### src/dahs_pkg.sv
`timescale 1ns / 1ps

package dahs_pkg;

  // Default parameter values
  localparam int unsigned PosWidthDefault = 32;
  localparam int unsigned GainFracDefault = 8;

  // Fixed field widths
  localparam int unsigned PortW   = 32;          // position and target ports
  localparam int unsigned DutyW   = 16;          // Q1.15 duty
  localparam int unsigned GainW   = 16;          // Q8.8 gain
  localparam int unsigned LimW    = 31;          // unsigned limits and tolerances
  localparam int unsigned CfgIdxW = 3;
  localparam int unsigned ZW      = PortW + 1;   // zeroed position
  localparam int unsigned SkewW   = PortW + 2;   // left minus right
  localparam int unsigned ErrW    = PortW + 2;   // |target - zeroed position|

  typedef enum logic [1:0] {
    CmdTick   = 2'd0,
    CmdHome   = 2'd1,
    CmdTarget = 2'd2,
    CmdAbort  = 2'd3
  } cmd_e;

  typedef enum logic [1:0] {
    DriveNone     = 2'd0,
    DriveDuty     = 2'd1,
    DriveSetpoint = 2'd2
  } drive_kind_e;

  typedef enum logic [CfgIdxW-1:0] {
    RegSyncGain      = 3'd0,
    RegMaxCorrection = 3'd1,
    RegSkewDeadband  = 3'd2,
    RegSkewFault     = 3'd3,
    RegTolerance     = 3'd4,
    RegMinHeight     = 3'd5,
    RegMaxHeight     = 3'd6,
    RegHomeDuty      = 3'd7
  } cfg_reg_e;

  typedef struct packed {
    logic [GainW-1:0]        sync_gain;
    logic [LimW-1:0]         max_correction;
    logic [LimW-1:0]         skew_deadband;
    logic [LimW-1:0]         skew_fault_limit;
    logic [LimW-1:0]         tolerance;
    logic signed [PortW-1:0] min_height;
    logic signed [PortW-1:0] max_height;
    logic signed [DutyW-1:0] home_duty;
  } cfg_t;

  // Per-stage load enables of the result pipeline
  typedef struct packed {
    logic s1;
    logic s2;
    logic s3;
    logic s4;
    logic s5;
  } pipe_en_t;

  // Request-level control handed to each lane
  typedef struct packed {
    logic accept;
    logic homing_tick;
  } lane_ctl_t;

endpackage

### src/dahs_lane.sv
`timescale 1ns / 1ps

module dahs_lane
  import dahs_pkg::*;
#(
  parameter int unsigned PosWidth = PosWidthDefault
) (
  input  logic                    clk_i,
  input  logic                    rst_ni,
  input  lane_ctl_t               ctl_i,
  input  pipe_en_t                en_i,
  input  logic                    homed_i,
  input  logic signed [PortW-1:0] raw_i,
  input  logic                    switch_i,
  input  logic signed [DutyW-1:0] home_duty_i,
  input  logic signed [PortW-1:0] target_s1_i,
  input  logic signed [PortW-1:0] target_s4_i,
  input  drive_kind_e             kind_s4_i,
  input  logic signed [PortW-1:0] adj_s4_i,
  output logic                    homed_o,
  output logic signed [PortW-1:0] offset_o,
  output logic signed [ZW-1:0]    z_s1_o,
  output logic [ErrW-1:0]         err_s2_o,
  output logic signed [PortW-1:0] value_o
);

  localparam int unsigned SatW = (PosWidth > PortW + 1) ? PosWidth : PortW + 1;
  localparam logic signed [SatW-1:0] PosHi = SatW'({(PosWidth - 1){1'b1}});
  localparam logic signed [SatW-1:0] PosLo = ~PosHi;

  logic signed [PortW-1:0] offset_q, offset_d;
  logic signed [DutyW-1:0] duty_d;
  logic signed [ZW-1:0]    z_d, z_s1_q;
  logic signed [DutyW-1:0] duty_s1_q, duty_s2_q, duty_s3_q, duty_s4_q;
  logic signed [ErrW-1:0]  diff_tz, diff_zt;
  logic [ErrW-1:0]         err_s2_q;
  logic signed [PortW:0]   setp_sum;
  logic signed [SatW-1:0]  setp_ext, setp_sat;
  logic signed [PortW-1:0] value_d, value_q;

  // Seek the bottom switch and latch the zero offset when it closes
  always_comb begin
    homed_o  = homed_i;
    offset_d = offset_q;
    duty_d   = '0;
    if (ctl_i.homing_tick && !homed_i) begin
      if (switch_i) begin
        homed_o  = 1'b1;
        offset_d = raw_i;
      end else begin
        duty_d = home_duty_i;
      end
    end
  end

  assign offset_o = offset_d;
  assign z_d      = {raw_i[PortW-1], raw_i} - {offset_d[PortW-1], offset_d};

  always_ff @(posedge clk_i or negedge rst_ni) begin
    if (!rst_ni) begin
      offset_q <= '0;
    end else if (ctl_i.accept) begin
      offset_q <= offset_d;
    end
  end

  // Stage 1: zeroed position
  always_ff @(posedge clk_i) begin
    if (en_i.s1) begin
      z_s1_q    <= z_d;
      duty_s1_q <= duty_d;
    end
  end

  // Stage 2: absolute error against the target
  assign diff_tz = {{2{target_s1_i[PortW-1]}}, target_s1_i} - {z_s1_q[ZW-1], z_s1_q};
  assign diff_zt = {z_s1_q[ZW-1], z_s1_q} - {{2{target_s1_i[PortW-1]}}, target_s1_i};

  always_ff @(posedge clk_i) begin
    if (en_i.s2) begin
      err_s2_q  <= diff_tz[ErrW-1] ? diff_zt : diff_tz;
      duty_s2_q <= duty_s1_q;
    end
  end

  // Stages 3 and 4: hold the duty alongside the correction path
  always_ff @(posedge clk_i) begin
    if (en_i.s3) begin
      duty_s3_q <= duty_s2_q;
    end
    if (en_i.s4) begin
      duty_s4_q <= duty_s3_q;
    end
  end

  // Stage 5: saturated corrected setpoint, duty, or zero
  assign setp_sum = {target_s4_i[PortW-1], target_s4_i} + {adj_s4_i[PortW-1], adj_s4_i};
  assign setp_ext = SatW'(setp_sum);

  always_comb begin
    if (setp_ext > PosHi) begin
      setp_sat = PosHi;
    end else if (setp_ext < PosLo) begin
      setp_sat = PosLo;
    end else begin
      setp_sat = setp_ext;
    end
    case (kind_s4_i)
      DriveDuty:     value_d = PortW'(duty_s4_q);
      DriveSetpoint: value_d = setp_sat[PortW-1:0];
      default:       value_d = '0;
    endcase
  end

  always_ff @(posedge clk_i) begin
    if (en_i.s5) begin
      value_q <= value_d;
    end
  end

  assign z_s1_o   = z_s1_q;
  assign err_s2_o = err_s2_q;
  assign value_o  = value_q;

endmodule

### src/dahs_merge.sv
`timescale 1ns / 1ps

module dahs_merge
  import dahs_pkg::*;
#(
  parameter int unsigned PosWidth = PosWidthDefault,
  parameter int unsigned GainFrac = GainFracDefault
) (
  input  logic                    clk_i,
  input  pipe_en_t                en_i,
  input  cfg_t                    cfg_i,
  input  logic signed [PortW-1:0] raw_l_i,
  input  logic signed [PortW-1:0] raw_r_i,
  input  logic signed [PortW-1:0] offset_l_i,
  input  logic signed [PortW-1:0] offset_r_i,
  input  logic                    eval_ok_i,
  output logic                    fault_o,
  input  logic signed [ZW-1:0]    z_l_s1_i,
  input  logic signed [ZW-1:0]    z_r_s1_i,
  input  logic [ErrW-1:0]         err_l_s2_i,
  input  logic [ErrW-1:0]         err_r_s2_i,
  input  logic                    status_ok_s2_i,
  output logic signed [PortW-1:0] adj_l_s4_o,
  output logic signed [PortW-1:0] adj_r_s4_o,
  output logic                    at_setpoint_o,
  output logic signed [PortW-1:0] mean_o
);

  localparam int unsigned SatW  = (PosWidth > PortW + 1) ? PosWidth : PortW + 1;
  localparam int unsigned ProdW = GainW + LimW;
  localparam logic signed [SatW-1:0] PosHi = SatW'({(PosWidth - 1){1'b1}});
  localparam logic signed [SatW-1:0] PosLo = ~PosHi;

  logic signed [SkewW-1:0] raw_diff, off_diff, skew_d, lim_pos, lim_neg;
  logic signed [SkewW-1:0] skew_s1_q, skew_neg;
  logic [SkewW-1:0]        am_full;
  logic [LimW-1:0]         am_s2_q;
  logic                    neg_s2_q, neg_s3_q, db_s2_q, db_s3_q;
  logic signed [SkewW-1:0] pos_sum;
  logic signed [SatW-1:0]  mean_ext, mean_sat;
  logic signed [PortW-1:0] mean_s2_q, mean_s3_q, mean_s4_q, mean_q;
  logic [ProdW-1:0]        prod_s3_q, prod_shift;
  logic [ErrW:0]           err_sum, tol2;
  logic                    atsp_s3_q, atsp_s4_q, atsp_q;
  logic [LimW-1:0]         corr;
  logic signed [PortW-1:0] corr_s, adj_l_q, adj_r_q;

  // Skew from raw counts and offsets in parallel, then the fault window
  assign raw_diff = {{2{raw_l_i[PortW-1]}}, raw_l_i} - {{2{raw_r_i[PortW-1]}}, raw_r_i};
  assign off_diff = {{2{offset_l_i[PortW-1]}}, offset_l_i}
                  - {{2{offset_r_i[PortW-1]}}, offset_r_i};
  assign skew_d   = raw_diff - off_diff;
  assign lim_pos  = SkewW'(cfg_i.skew_fault_limit);
  assign lim_neg  = -lim_pos;
  assign fault_o  = eval_ok_i && ((skew_d > lim_pos) || (skew_d < lim_neg));

  always_ff @(posedge clk_i) begin
    if (en_i.s1) begin
      skew_s1_q <= skew_d;
    end
  end

  // Stage 2: skew magnitude, deadband, floor mean of both positions
  assign skew_neg = -skew_s1_q;
  assign am_full  = skew_s1_q[SkewW-1] ? skew_neg : skew_s1_q;
  assign pos_sum  = {z_l_s1_i[ZW-1], z_l_s1_i} + {z_r_s1_i[ZW-1], z_r_s1_i};
  assign mean_ext = SatW'($signed(pos_sum[SkewW-1:1]));

  always_comb begin
    if (mean_ext > PosHi) begin
      mean_sat = PosHi;
    end else if (mean_ext < PosLo) begin
      mean_sat = PosLo;
    end else begin
      mean_sat = mean_ext;
    end
  end

  always_ff @(posedge clk_i) begin
    if (en_i.s2) begin
      am_s2_q   <= am_full[LimW-1:0];
      neg_s2_q  <= skew_s1_q[SkewW-1];
      db_s2_q   <= am_full < SkewW'(cfg_i.skew_deadband);
      mean_s2_q <= mean_sat[PortW-1:0];
    end
  end

  // Stage 3: gain product and setpoint window
  assign err_sum = (ErrW + 1)'(err_l_s2_i) + (ErrW + 1)'(err_r_s2_i);
  assign tol2    = (ErrW + 1)'({cfg_i.tolerance, 1'b0});

  always_ff @(posedge clk_i) begin
    if (en_i.s3) begin
      prod_s3_q <= ProdW'(cfg_i.sync_gain) * ProdW'(am_s2_q);
      neg_s3_q  <= neg_s2_q;
      db_s3_q   <= db_s2_q;
      atsp_s3_q <= status_ok_s2_i && (err_sum <= tol2);
      mean_s3_q <= mean_s2_q;
    end
  end

  // Stage 4: scale, clamp, deadband, and split the correction by side
  assign prod_shift = prod_s3_q >> GainFrac;

  always_comb begin
    if (prod_shift > ProdW'(cfg_i.max_correction)) begin
      corr = cfg_i.max_correction;
    end else begin
      corr = prod_shift[LimW-1:0];
    end
    if (db_s3_q) begin
      corr = '0;
    end
  end

  assign corr_s = PortW'(corr);

  always_ff @(posedge clk_i) begin
    if (en_i.s4) begin
      adj_l_q   <= neg_s3_q ? corr_s : -corr_s;
      adj_r_q   <= neg_s3_q ? -corr_s : corr_s;
      atsp_s4_q <= atsp_s3_q;
      mean_s4_q <= mean_s3_q;
    end
  end

  // Stage 5: status into the output register
  always_ff @(posedge clk_i) begin
    if (en_i.s5) begin
      atsp_q <= atsp_s4_q;
      mean_q <= mean_s4_q;
    end
  end

  assign adj_l_s4_o    = adj_l_q;
  assign adj_r_s4_o    = adj_r_q;
  assign at_setpoint_o = atsp_q;
  assign mean_o        = mean_q;

endmodule

### src/dual_actuator_homing_sync_controller_core.sv
`timescale 1ns / 1ps

// Homing and skew-synchronization controller for two linked actuators.
// Request channel (in_valid_i/in_ready_o) carries a command with the target
// and both encoder counts and bottom switches; every request yields exactly
// one result on the result channel (out_valid_o/out_ready_i): drive kind and
// value per side, homing and fault status, at-setpoint and mean height.
// Registers are written on the cfg channel (cfg_valid_i/cfg_ready_o, always
// ready); the user must write them only while no request is in flight, which
// the block does not enforce. Throughput: one request per cycle unless a full
// pipeline is stalled. Homing flags, zero offsets, target and the skew fault
// decision are resolved in the accept cycle, so a request can follow its
// predecessor directly. Results pass five register stages (the first loaded
// at the accepting edge), set by the correction path (skew magnitude, gain
// multiply, clamp, saturated setpoint add) in the lane and merge pipeline.
// Each pipeline stage advances when it is empty or its successor moves, so
// requests are taken while a result waits; a full pipeline with the receiver
// stalled holds in_ready_o low. The result is held stable until taken.
// Reset clears state and offsets to zero and loads register reset values.

module dual_actuator_homing_sync_controller_core
  import dahs_pkg::*;
#(
  parameter int unsigned POSITION_WIDTH     = PosWidthDefault,
  parameter int unsigned GAIN_FRACTION_BITS = GainFracDefault
) (
  input  logic                    clk_i,
  input  logic                    rst_ni,
  input  logic                    cfg_valid_i,
  output logic                    cfg_ready_o,
  input  logic [CfgIdxW-1:0]      cfg_index_i,
  input  logic [PortW-1:0]        cfg_data_i,
  input  logic                    in_valid_i,
  output logic                    in_ready_o,
  input  logic [1:0]              cmd_i,
  input  logic signed [PortW-1:0] target_height_i,
  input  logic signed [PortW-1:0] left_raw_position_i,
  input  logic signed [PortW-1:0] right_raw_position_i,
  input  logic                    left_bottom_switch_i,
  input  logic                    right_bottom_switch_i,
  output logic                    out_valid_o,
  input  logic                    out_ready_i,
  output logic [1:0]              left_drive_kind_o,
  output logic signed [PortW-1:0] left_drive_value_o,
  output logic [1:0]              right_drive_kind_o,
  output logic signed [PortW-1:0] right_drive_value_o,
  output logic                    homing_busy_o,
  output logic                    left_is_homed_o,
  output logic                    right_is_homed_o,
  output logic                    has_target_out_o,
  output logic                    skew_fault_out_o,
  output logic                    at_setpoint_o,
  output logic signed [PortW-1:0] mean_height_o
);

  typedef struct packed {
    logic homing;
    logic left_homed;
    logic right_homed;
    logic target_valid;
    logic fault;
  } status_t;

  typedef struct packed {
    drive_kind_e             kind;
    status_t                 status;
    logic                    ok;
    logic signed [PortW-1:0] target;
  } stage_t;

  cfg_t     cfg_q, cfg_d;
  cfg_reg_e cfg_idx;

  logic                    homing_q, lh_q, rh_q, tv_q, fault_q;
  logic signed [PortW-1:0] tp_q;
  logic                    homing_d, lh_d, rh_d, tv_d, fault_d;
  logic signed [PortW-1:0] tp_d, tgt_clamped;
  logic                    pre_homing, pre_lh, pre_rh, pre_tv, pre_eval;
  logic signed [PortW-1:0] pre_tp;
  drive_kind_e             pre_kind, kind_d;
  logic                    eval_ok, skew_fault;

  cmd_e      cmd;
  logic      accept;
  lane_ctl_t lane_ctl;
  pipe_en_t  en;
  logic      rdy1, rdy2, rdy3, rdy4, rdy5;
  logic      v1_q, v2_q, v3_q, v4_q, v5_q;
  stage_t    st1_d, st1_q, st2_q, st3_q, st4_q, st5_q;

  logic                    l_homed_lane, r_homed_lane;
  logic signed [PortW-1:0] l_offset, r_offset;
  logic signed [ZW-1:0]    zl_s1, zr_s1;
  logic [ErrW-1:0]         errl_s2, errr_s2;
  logic signed [PortW-1:0] adjl_s4, adjr_s4;

  // Configuration write decode
  assign cfg_ready_o = 1'b1;
  assign cfg_idx     = cfg_reg_e'(cfg_index_i);

  always_comb begin
    cfg_d = cfg_q;
    unique case (cfg_idx)
      RegSyncGain:      cfg_d.sync_gain        = cfg_data_i[GainW-1:0];
      RegMaxCorrection: cfg_d.max_correction   = cfg_data_i[LimW-1:0];
      RegSkewDeadband:  cfg_d.skew_deadband    = cfg_data_i[LimW-1:0];
      RegSkewFault:     cfg_d.skew_fault_limit = cfg_data_i[LimW-1:0];
      RegTolerance:     cfg_d.tolerance        = cfg_data_i[LimW-1:0];
      RegMinHeight:     cfg_d.min_height       = cfg_data_i;
      RegMaxHeight:     cfg_d.max_height       = cfg_data_i;
      RegHomeDuty:      cfg_d.home_duty        = cfg_data_i[DutyW-1:0];
    endcase
  end

  always_ff @(posedge clk_i or negedge rst_ni) begin
    if (!rst_ni) begin
      cfg_q.sync_gain        <= '0;
      cfg_q.max_correction   <= '0;
      cfg_q.skew_deadband    <= '0;
      cfg_q.skew_fault_limit <= '1;
      cfg_q.tolerance        <= '0;
      cfg_q.min_height       <= '0;
      cfg_q.max_height       <= {1'b0, {(PortW - 1){1'b1}}};
      cfg_q.home_duty        <= '0;
    end else if (cfg_valid_i) begin
      cfg_q <= cfg_d;
    end
  end

  // Pipeline handshake: a stage loads when empty or when its successor moves
  assign rdy5       = !v5_q || out_ready_i;
  assign rdy4       = !v4_q || rdy5;
  assign rdy3       = !v3_q || rdy4;
  assign rdy2       = !v2_q || rdy3;
  assign rdy1       = !v1_q || rdy2;
  assign in_ready_o = rdy1;
  assign accept     = in_valid_i && rdy1;
  assign en         = '{s1: rdy1, s2: rdy2, s3: rdy3, s4: rdy4, s5: rdy5};

  assign cmd                  = cmd_e'(cmd_i);
  assign lane_ctl.accept      = accept;
  assign lane_ctl.homing_tick = (cmd == CmdTick) && homing_q;

  // Clamp the requested target to the soft limits, upper limit winning
  always_comb begin
    if (target_height_i < cfg_q.min_height) begin
      tgt_clamped = (cfg_q.min_height > cfg_q.max_height) ? cfg_q.max_height
                                                           : cfg_q.min_height;
    end else if (target_height_i > cfg_q.max_height) begin
      tgt_clamped = cfg_q.max_height;
    end else begin
      tgt_clamped = target_height_i;
    end
  end

  // Decode the command into the next state before the skew check
  always_comb begin
    pre_homing = homing_q;
    pre_lh     = l_homed_lane;
    pre_rh     = r_homed_lane;
    pre_tv     = tv_q;
    pre_tp     = tp_q;
    pre_kind   = DriveNone;
    pre_eval   = 1'b0;
    unique case (cmd)
      CmdHome: begin
        pre_homing = 1'b1;
        pre_lh     = 1'b0;
        pre_rh     = 1'b0;
        pre_tv     = 1'b0;
      end
      CmdTarget: begin
        pre_tp = tgt_clamped;
        pre_tv = 1'b1;
      end
      CmdAbort: begin
        if (!(lh_q && rh_q)) begin
          pre_kind   = DriveDuty;
          pre_homing = 1'b0;
        end
      end
      CmdTick: begin
        if (homing_q) begin
          pre_kind = DriveDuty;
          if (l_homed_lane && r_homed_lane) begin
            pre_homing = 1'b0;
            pre_tp     = '0;
            pre_tv     = 1'b1;
            pre_eval   = 1'b1;
          end
        end else begin
          pre_eval = 1'b1;
        end
      end
    endcase
  end

  assign eval_ok = pre_eval && pre_lh && pre_rh && pre_tv;

  // Apply the skew fault or switch both sides to setpoints
  always_comb begin
    homing_d = pre_homing;
    lh_d     = pre_lh;
    rh_d     = pre_rh;
    tv_d     = pre_tv;
    tp_d     = pre_tp;
    fault_d  = fault_q;
    kind_d   = pre_kind;
    if (skew_fault) begin
      kind_d  = DriveDuty;
      lh_d    = 1'b0;
      rh_d    = 1'b0;
      tv_d    = 1'b0;
      fault_d = 1'b1;
    end else if (eval_ok) begin
      kind_d  = DriveSetpoint;
      fault_d = 1'b0;
    end
  end

  always_ff @(posedge clk_i or negedge rst_ni) begin
    if (!rst_ni) begin
      homing_q <= 1'b0;
      lh_q     <= 1'b0;
      rh_q     <= 1'b0;
      tv_q     <= 1'b0;
      tp_q     <= '0;
      fault_q  <= 1'b0;
    end else if (accept) begin
      homing_q <= homing_d;
      lh_q     <= lh_d;
      rh_q     <= rh_d;
      tv_q     <= tv_d;
      tp_q     <= tp_d;
      fault_q  <= fault_d;
    end
  end

  assign st1_d.kind   = kind_d;
  assign st1_d.status = '{homing: homing_d, left_homed: lh_d, right_homed: rh_d,
                          target_valid: tv_d, fault: fault_d};
  assign st1_d.ok     = lh_d && rh_d && tv_d;
  assign st1_d.target = tp_d;

  // Advance valid bits
  always_ff @(posedge clk_i or negedge rst_ni) begin
    if (!rst_ni) begin
      v1_q <= 1'b0;
      v2_q <= 1'b0;
      v3_q <= 1'b0;
      v4_q <= 1'b0;
      v5_q <= 1'b0;
    end else begin
      if (rdy1) v1_q <= in_valid_i;
      if (rdy2) v2_q <= v1_q;
      if (rdy3) v3_q <= v2_q;
      if (rdy4) v4_q <= v3_q;
      if (rdy5) v5_q <= v4_q;
    end
  end

  // Advance request payload
  always_ff @(posedge clk_i) begin
    if (rdy1) st1_q <= st1_d;
    if (rdy2) st2_q <= st1_q;
    if (rdy3) st3_q <= st2_q;
    if (rdy4) st4_q <= st3_q;
    if (rdy5) st5_q <= st4_q;
  end

  dahs_lane #(
    .PosWidth(POSITION_WIDTH)
  ) u_lane_left (
    .clk_i      (clk_i),
    .rst_ni     (rst_ni),
    .ctl_i      (lane_ctl),
    .en_i       (en),
    .homed_i    (lh_q),
    .raw_i      (left_raw_position_i),
    .switch_i   (left_bottom_switch_i),
    .home_duty_i(cfg_q.home_duty),
    .target_s1_i(st1_q.target),
    .target_s4_i(st4_q.target),
    .kind_s4_i  (st4_q.kind),
    .adj_s4_i   (adjl_s4),
    .homed_o    (l_homed_lane),
    .offset_o   (l_offset),
    .z_s1_o     (zl_s1),
    .err_s2_o   (errl_s2),
    .value_o    (left_drive_value_o)
  );

  dahs_lane #(
    .PosWidth(POSITION_WIDTH)
  ) u_lane_right (
    .clk_i      (clk_i),
    .rst_ni     (rst_ni),
    .ctl_i      (lane_ctl),
    .en_i       (en),
    .homed_i    (rh_q),
    .raw_i      (right_raw_position_i),
    .switch_i   (right_bottom_switch_i),
    .home_duty_i(cfg_q.home_duty),
    .target_s1_i(st1_q.target),
    .target_s4_i(st4_q.target),
    .kind_s4_i  (st4_q.kind),
    .adj_s4_i   (adjr_s4),
    .homed_o    (r_homed_lane),
    .offset_o   (r_offset),
    .z_s1_o     (zr_s1),
    .err_s2_o   (errr_s2),
    .value_o    (right_drive_value_o)
  );

  dahs_merge #(
    .PosWidth(POSITION_WIDTH),
    .GainFrac(GAIN_FRACTION_BITS)
  ) u_merge (
    .clk_i         (clk_i),
    .en_i          (en),
    .cfg_i         (cfg_q),
    .raw_l_i       (left_raw_position_i),
    .raw_r_i       (right_raw_position_i),
    .offset_l_i    (l_offset),
    .offset_r_i    (r_offset),
    .eval_ok_i     (eval_ok),
    .fault_o       (skew_fault),
    .z_l_s1_i      (zl_s1),
    .z_r_s1_i      (zr_s1),
    .err_l_s2_i    (errl_s2),
    .err_r_s2_i    (errr_s2),
    .status_ok_s2_i(st2_q.ok),
    .adj_l_s4_o    (adjl_s4),
    .adj_r_s4_o    (adjr_s4),
    .at_setpoint_o (at_setpoint_o),
    .mean_o        (mean_height_o)
  );

  // Drive the result ports from the output stage
  assign out_valid_o        = v5_q;
  assign left_drive_kind_o  = st5_q.kind;
  assign right_drive_kind_o = st5_q.kind;
  assign homing_busy_o      = st5_q.status.homing;
  assign left_is_homed_o    = st5_q.status.left_homed;
  assign right_is_homed_o   = st5_q.status.right_homed;
  assign has_target_out_o   = st5_q.status.target_valid;
  assign skew_fault_out_o   = st5_q.status.fault;

  // Homing never runs with both sides already homed
  a_homing_not_done: assert property (@(posedge clk_i) disable iff (!rst_ni)
    homing_q |-> !(lh_q && rh_q))
    else $error("homing active with both sides homed");

  // A new skew fault leaves both sides unhomed and no target
  a_fault_drops_homing: assert property (@(posedge clk_i) disable iff (!rst_ni)
    $rose(fault_q) |-> (!lh_q && !rh_q && !tv_q))
    else $error("skew fault kept homed state");

  // Setpoints are only issued while homed with a target
  a_setpoint_homed: assert property (@(posedge clk_i) disable iff (!rst_ni)
    (v5_q && (st5_q.kind == DriveSetpoint)) |->
      (st5_q.status.left_homed && st5_q.status.right_homed &&
       st5_q.status.target_valid && !st5_q.status.fault))
    else $error("setpoint issued without homed target");

  // Hold a stalled result unchanged until it is taken
  a_result_held: assert property (@(posedge clk_i) disable iff (!rst_ni)
    (out_valid_o && !out_ready_i) |=>
      (out_valid_o && $stable(st5_q) && $stable(left_drive_value_o) &&
       $stable(right_drive_value_o) && $stable(at_setpoint_o) &&
       $stable(mean_height_o)))
    else $error("result changed while stalled");

endmodule

### config.mk
export PLATFORM = sky130hd
export DESIGN_NAME = dual_actuator_homing_sync_controller_core
export DESIGN_NICKNAME = d
export VERILOG_FILES = /design/src/dahs_pkg.sv /design/src/dahs_lane.sv /design/src/dahs_merge.sv /design/src/dual_actuator_homing_sync_controller_core.sv
export SDC_FILE = /design/constraint.sdc
export NUM_CORES = 2
export LEC_CHECK = 0
export ABC_CLOCK_PERIOD_IN_PS = 13400
export BUFFER_PORTS_ARGS = -buffer_cell sky130_fd_sc_hd__buf_4
export CAP_MARGIN = 40
export CELL_PAD_IN_SITES_DETAIL_PLACEMENT = 2
export CELL_PAD_IN_SITES_GLOBAL_PLACEMENT = 2
export CORE_ASPECT_RATIO = 1.4
export CORE_MARGIN = 4
export CORE_UTILIZATION = 42
export CTS_CLUSTER_SIZE = 30
export DETAILED_ROUTE_END_ITERATION = 7
export PLACE_DENSITY_LB_ADDON = 0.15
export SETUP_SLACK_MARGIN = 0.2
export SLEW_MARGIN = 0
export SYNTH_ARGS = -nofsm -noshare
export SYNTH_HDL_FRONTEND = slang
export SYNTH_SLANG_ARGS = --single-unit
### constraint.sdc
create_clock -name clk_i -period 13.4 [get_ports clk_i]
set_input_delay 1.34 -clock clk_i [delete_from_list [all_inputs] [get_ports clk_i]]
set_output_delay 1.34 -clock clk_i [all_outputs]
set_load 0.1 [all_outputs]
# Word-level counts from Yosys, hierarchy flattened
# Cells that the tools add are included.
# Widths: inputs -> output; s select.
dict set report classes {
  muxes 49
  magnitude_cmp 14
  n_reduce_logical 38
  n_eq_ne 12
  addsub 16
  multipliers 1
  n_bitwise 2
}
# cell n
set ops {}
lappend ops {{$mux 32} 14}
lappend ops {{$pmux 32 s2} 3}
lappend ops {{$sub 32x32->33} 4}
lappend ops {{$mux 31} 4}
lappend ops {{$gt 33x32->1 const B} 3}
lappend ops {{$lt 33x32->1 const B} 3}
lappend ops {{$sub 32x33->34} 2}
lappend ops {{$sub 33x32->34} 2}
lappend ops {{$add 32x32->33} 2}
lappend ops {{$mux 33} 2}
lappend ops {{$gt 32x32->1} 2}
lappend ops {{$mul 16x31->47} 1}
lappend ops {{$gt 39x31->1} 1}
lappend ops {{$add 34x34->35} 1}
lappend ops {{$le 35x32->1} 1}
lappend ops {{$add 33x33->34} 1}
lappend ops {{$gt 34x32->1} 1}
lappend ops {{$lt 34x31->1} 1}
lappend ops {{$lt 34x34->1} 1}
lappend ops {{$mux 34} 1}
lappend ops {{$neg 31->34} 1}
lappend ops {{$neg 34->34} 1}
lappend ops {{$sub 34x34->34} 1}
lappend ops {{$lt 32x32->1} 1}
lappend ops {{18 further kinds} 78}
dict set report word_totals {
  word_cells 223
  in_bits 140
  regBits 1128
  output_inout_bits 109
}

# Longest topological paths before layout
dict set report logic_depth {
  depth_word 15
  mapped_depth 43
  depth_no_buf 39
}

# Hierarchy
# Synthesis repeated with hierarchy kept, for this count alone.
dict set report unflattened {
  cells_unflattened 8170
  hier_area_um2 84752.5
}
# mod cells_per_inst instances area_per_inst_um2 seq_area_each_um2
set by_module_without_submodules {}
lappend by_module_without_submodules {dahs_merge 3968 1 37891.3 9068.7}
lappend by_module_without_submodules {dual_actuator_homing_sync_controller_core 1211 1 18202.5 11588.6}
lappend by_module_without_submodules {{dahs_lane (u_lane_right)} 1502 1 14455.1 5695.5}
lappend by_module_without_submodules {{dahs_lane (u_lane_left)} 1489 1 14203.6 5695.5}

# Worst setup path after synthesis
# No wires, ideal clock.
dict set report synth_path {
  path_type {input-to-reg}
  startpoint {input port out_ready_i}
  endpoint {register u_lane_right.offset_q[31]}
  required_ns 13.266
  path_stages 8
  setup_slack_ns -0.578
  t_arrival_ns 13.845
  n_path_buf 2
  setup_ns 0.134
  path_cell_list {nor2b_1 > nand4_1 > inv_1 > nand2_1 > nand2_1 > clkbuf_1 > buf_1 > o21ai_0}
}
dict set report synth_between {
  elab_chain_len 6
}
# element line_no
set synth_lines {}
lappend synth_lines {{start, declared} dual_actuator_homing_sync_controller_core.sv:42} ;# input logic out_ready_i,
lappend synth_lines {{$logic_or 1x1->1} dual_actuator_homing_sync_controller_core.sv:131} ;# assign rdy5 = !v5_q || out_ready_i;
lappend synth_lines {{$logic_or 1x1->1} dual_actuator_homing_sync_controller_core.sv:132} ;# assign rdy4 = !v4_q || rdy5;
lappend synth_lines {{$logic_or 1x1->1} dual_actuator_homing_sync_controller_core.sv:133} ;# assign rdy3 = !v3_q || rdy4;
lappend synth_lines {{$logic_or 1x1->1} dual_actuator_homing_sync_controller_core.sv:134} ;# assign rdy2 = !v2_q || rdy3;
lappend synth_lines {{named net rdy2} dual_actuator_homing_sync_controller_core.sv:87} ;# logic rdy1, rdy2, rdy3, rdy4, rdy5;
lappend synth_lines {{$logic_or 1x1->1} dual_actuator_homing_sync_controller_core.sv:135} ;# assign rdy1 = !v1_q || rdy2;
lappend synth_lines {{named net in_ready_o} dual_actuator_homing_sync_controller_core.sv:34} ;# output logic in_ready_o,
lappend synth_lines {{$logic_and 1x1->1} dual_actuator_homing_sync_controller_core.sv:137} ;# assign accept = in_valid_i && rdy1;
lappend synth_lines {{end signal, assigned} dahs_lane.sv:63} ;# offset_q <= offset_d;
lappend synth_lines {{end, declared} dahs_lane.sv:31} ;# logic signed [PortW-1:0] offset_q, offset_d;
# The timed path passes the listed nets, and every way through them passes these cells.
# A chain may end at the register's enable or synchronous reset.

==> results_dict.tcl <==
set metrics [dict create \
    run_status "completed" \
    multi_input_area_sq_mm 0.0490 \
    crit_type "in2reg" \
    grt_usage_pct 32.8 \
    fill_cells 21199 \
    synth_top_area_share_pct 27.8 \
    cp_slowest_cell "o21ai_0" \
    final.setup.tns_ps 0 \
    htreeDepth 3 \
    fmax_mhz 95.9 \
    fin_crit_sh_pct 77.8 \
    synth-edff-count 793 \
    cts_tree "built" \
    dp.cells 11386 \
    grt_pass1_vias 78611 \
    fin_skew_ps 115 \
    rsz0062_at_grt "false" \
    wl_um 351000 \
    hold_violations 0 \
    ff_latch_area_sq_mm 0.0321 \
    fp.dieW_um 390 \
    max-clock-path-buffers 3 \
    critPathMaxStageDelay_ps 680 \
    slew_headroom_pct 27.6 \
    tightest_slew_ps 1090 \
    startpoint "cmd_i[0]" \
    clk-insertion-delay-late_ps 850 \
    synth_cell_type_count 85 \
    nNetsFinal 10175 \
    yosys_warnings 0 \
    finalNonFillerCells 11642 \
    postRouteAntennaNets 0 \
    path_clk_slew_ps 70 \
    pin_count 249 \
    numPortBuffers 247 \
    drc 0 \
    start_util_pct 42.3 \
    coreArea_sq_mm 0.202 \
    critPathLaunchType "input port" \
    r2r_start "homing_q" \
    synth.area.top_cells "edfxtp_1, ha_1, fa_1, dfrtp_1, inv_1" \
    cpMostUsedCell "a21oi_1" \
    die-area_sq_mm 0.211 \
    fin_hold_ws_ps 387 \
    synthFlopType "edfxtp_1" \
    crit_required_ps 13870 \
    async_reset_ff_share_pct 29.1 \
    cap_violations 0 \
    hold_start "st3_q[11]" \
    grt_pass1_wl_um 518000 \
    die_height_um 542 \
    clock_sinks 1119 \
    synth_area_leader_cell "edfxtp_1" \
    drt-wirelength-per-cell_um 30.2 \
    hold_buffers 0 \
    cts_resized 0 \
    syn_to_final_growth_pct 11.6 \
    syn_area_per_cell_sq_um 9.88 \
    dp_hpwl_um 266000 \
    post_cts_buffers 0 \
    fin_util_pct 47.2 \
    synth-seq-cells 1119 \
    root_buffer "clkbuf_16" \
    syn_inst 8669 \
    num_vias 69207 \
    post_drt_via_cell_ratio 5.94 \
    worst_hold_path_type "reg2reg" \
    crit_path_end_kind "register" \
    post-route-min-period_ps 10420 \
    drive_gt1_share_pct 9.79 \
    synth_area_sq_mm 0.0856 \
    drtIter0Drc 4402 \
    setup_viol 0 \
    drtPass1Iterations 5 \
    gp_congestion 0.943 \
    fp-row-count 195 \
    grt.overflow.total 0 \
    cts_buffers 119 \
    seq_area_frac_synth_pct 37.4 \
    cp.arrival_ps 10900 \
    timing.final.max_slew_violations 0 \
    cp_max_fo 52 \
    antenna_found_initial 26 \
    grt_max_degree 157 \
    synth_nets 9995 \
]
placed cells by master, fill, tap and decap left out, types with 97 or more instances in the layout:
| master | Yosys | routed |
|---|---|---|
| ha_1 | 773 | 772 |
| xor2_1 | 155 | 155 |
| mux2_2 | 146 | 145 |
| clkbuf_16 | 0 | 120 |
| mux2i_1 | 123 | 121 |
| nand2_1 | 932 | 928 |
| xnor2_1 | 316 | 316 |
| a21o_1 | 286 | 286 |
| inv_1 | 947 | 946 |
| edfxtp_1 | 793 | 793 |
| nor3_1 | 140 | 136 |
| fa_1 | 413 | 413 |
| o21ai_0 | 521 | 519 |
| nor2_1 | 429 | 429 |
| a21oi_1 | 589 | 588 |
| a211oi_1 | 97 | 97 |
| and2_1 | 191 | 190 |
| buf_4 | 6 | 358 |
| dfrtp_1 | 264 | 249 |
cells by family after synthesis:
group	share of synthesized area, %
other cells	0.00438
compound gates	15.5
fa+ha+maj	21.2
flops	37.4
xor+xnor	4.82
mux	3.36
simple gates	12.1
buf+inv	5.62
final cells by class:
class / count / area share (%)
Tap cell: 2659 / 3.48
Timing Repair Buffer: 386 / 3.39
Clock inverter: 84 / 1.22
Sequential cell: 1119 / 33.6
Inverter: 947 / 3.72
Antenna cell: 28 / 0.0734
Multi-Input combinational cell: 6276 / 51.3
Clock buffer: 143 / 3.27
sequential cells by signal (all words and copies together), names as in the netlist, 32 cells and up:
name / cells
u_merge.mean_s4_q: 32
u_merge.prod_s3_q: 39
u_lane_left.offset_q: 32
cfg_q: 220
u_lane_right.z_s1_o: 33
tp_q: 32
u_lane_left.z_s1_o: 33
u_merge.mean_s3_q: 32
u_lane_right.value_o: 32
u_merge.adj_r_s4_o: 32
u_lane_left.err_s2_o: 34
st2_q: 40
u_lane_left.value_o: 32
st4_q: 39
st3_q: 39
u_merge.skew_s1_q: 34
u_merge.mean_s2_q: 32
u_merge.mean_o: 32
u_lane_right.err_s2_o: 34
st1_q: 40
u_lane_right.offset_q: 32
cell usage after synthesis (all sizes together) (14+ instances only):
cell type	n
xnor2	316
dfrtp	264
ha	773
edfxtp	793
xor2	155
mux2i	123
a311oi	16
a211oi	97
a21o	286
dfstp	62
nand3	88
or3	29
nor4	28
mux2	146
maj3	19
or2	18
and3	42
buf	42
o21a	74
a31o	14
a21boi	27
o21ai	525
inv	947
a22oi	20
a211o	15
nand2	932
and4	15
a221oi	19
a31oi	48
fa	413
nor3	140
o21bai	92
o211ai	74
nand2b	87
nor2	430
o22ai	19
clkbuf	285
and2	191
nand4	89
nor2b	92
o31ai	76
a21oi	589
path summary, 6_finish.rpt:
path,slack (ps),cells past startpoint,to
max,2980,37,st1_q[32]
min,390,0,st4_q[11]
max reg2reg,3540,34,st1_q[32]
min reg2reg,390,0,st4_q[11]
max in group asynchronous,10460,3,u_lane_left.offset_q[28]
min in group asynchronous,520,1,v1_q
worst max-delay path: cells and delay by family:
family | cells | cell delay (ps)
AND/OR/NAND/NOR | 4 | 670
adder cells (fa/ha/maj) | 4 | 1250
AO/OA/AOI/OAI | 22 | 6160
XOR/XNOR | 2 | 290
buffers and inverters | 5 | 1140
per-layer routing:
metal  wire length (um)  vias to the layer above  global-route usage (%)
met1             133000                    36021                    36.5
li1                   -                    30608                       -
met5                  0                        -                       0
met3              12200                      814                    3.60
met2             178000                     1764                    58.9
met4              28000                        0                    22.0
stage by stage:
stage / cell area [sq um] / setup WS [ps]
3_3_place_gp: 90400 / 2130
4_1_cts: 95400 / 2960
2_1_floorplan: 85600 / 1240
3_5_place_dp: 91100 / 2180
5_1_grt: 95500 / 2260
6_report: 95500 / 2980
Power is not shown: default switching activity piles up to over one toggle a cycle in this logic, so the estimate is an artifact.
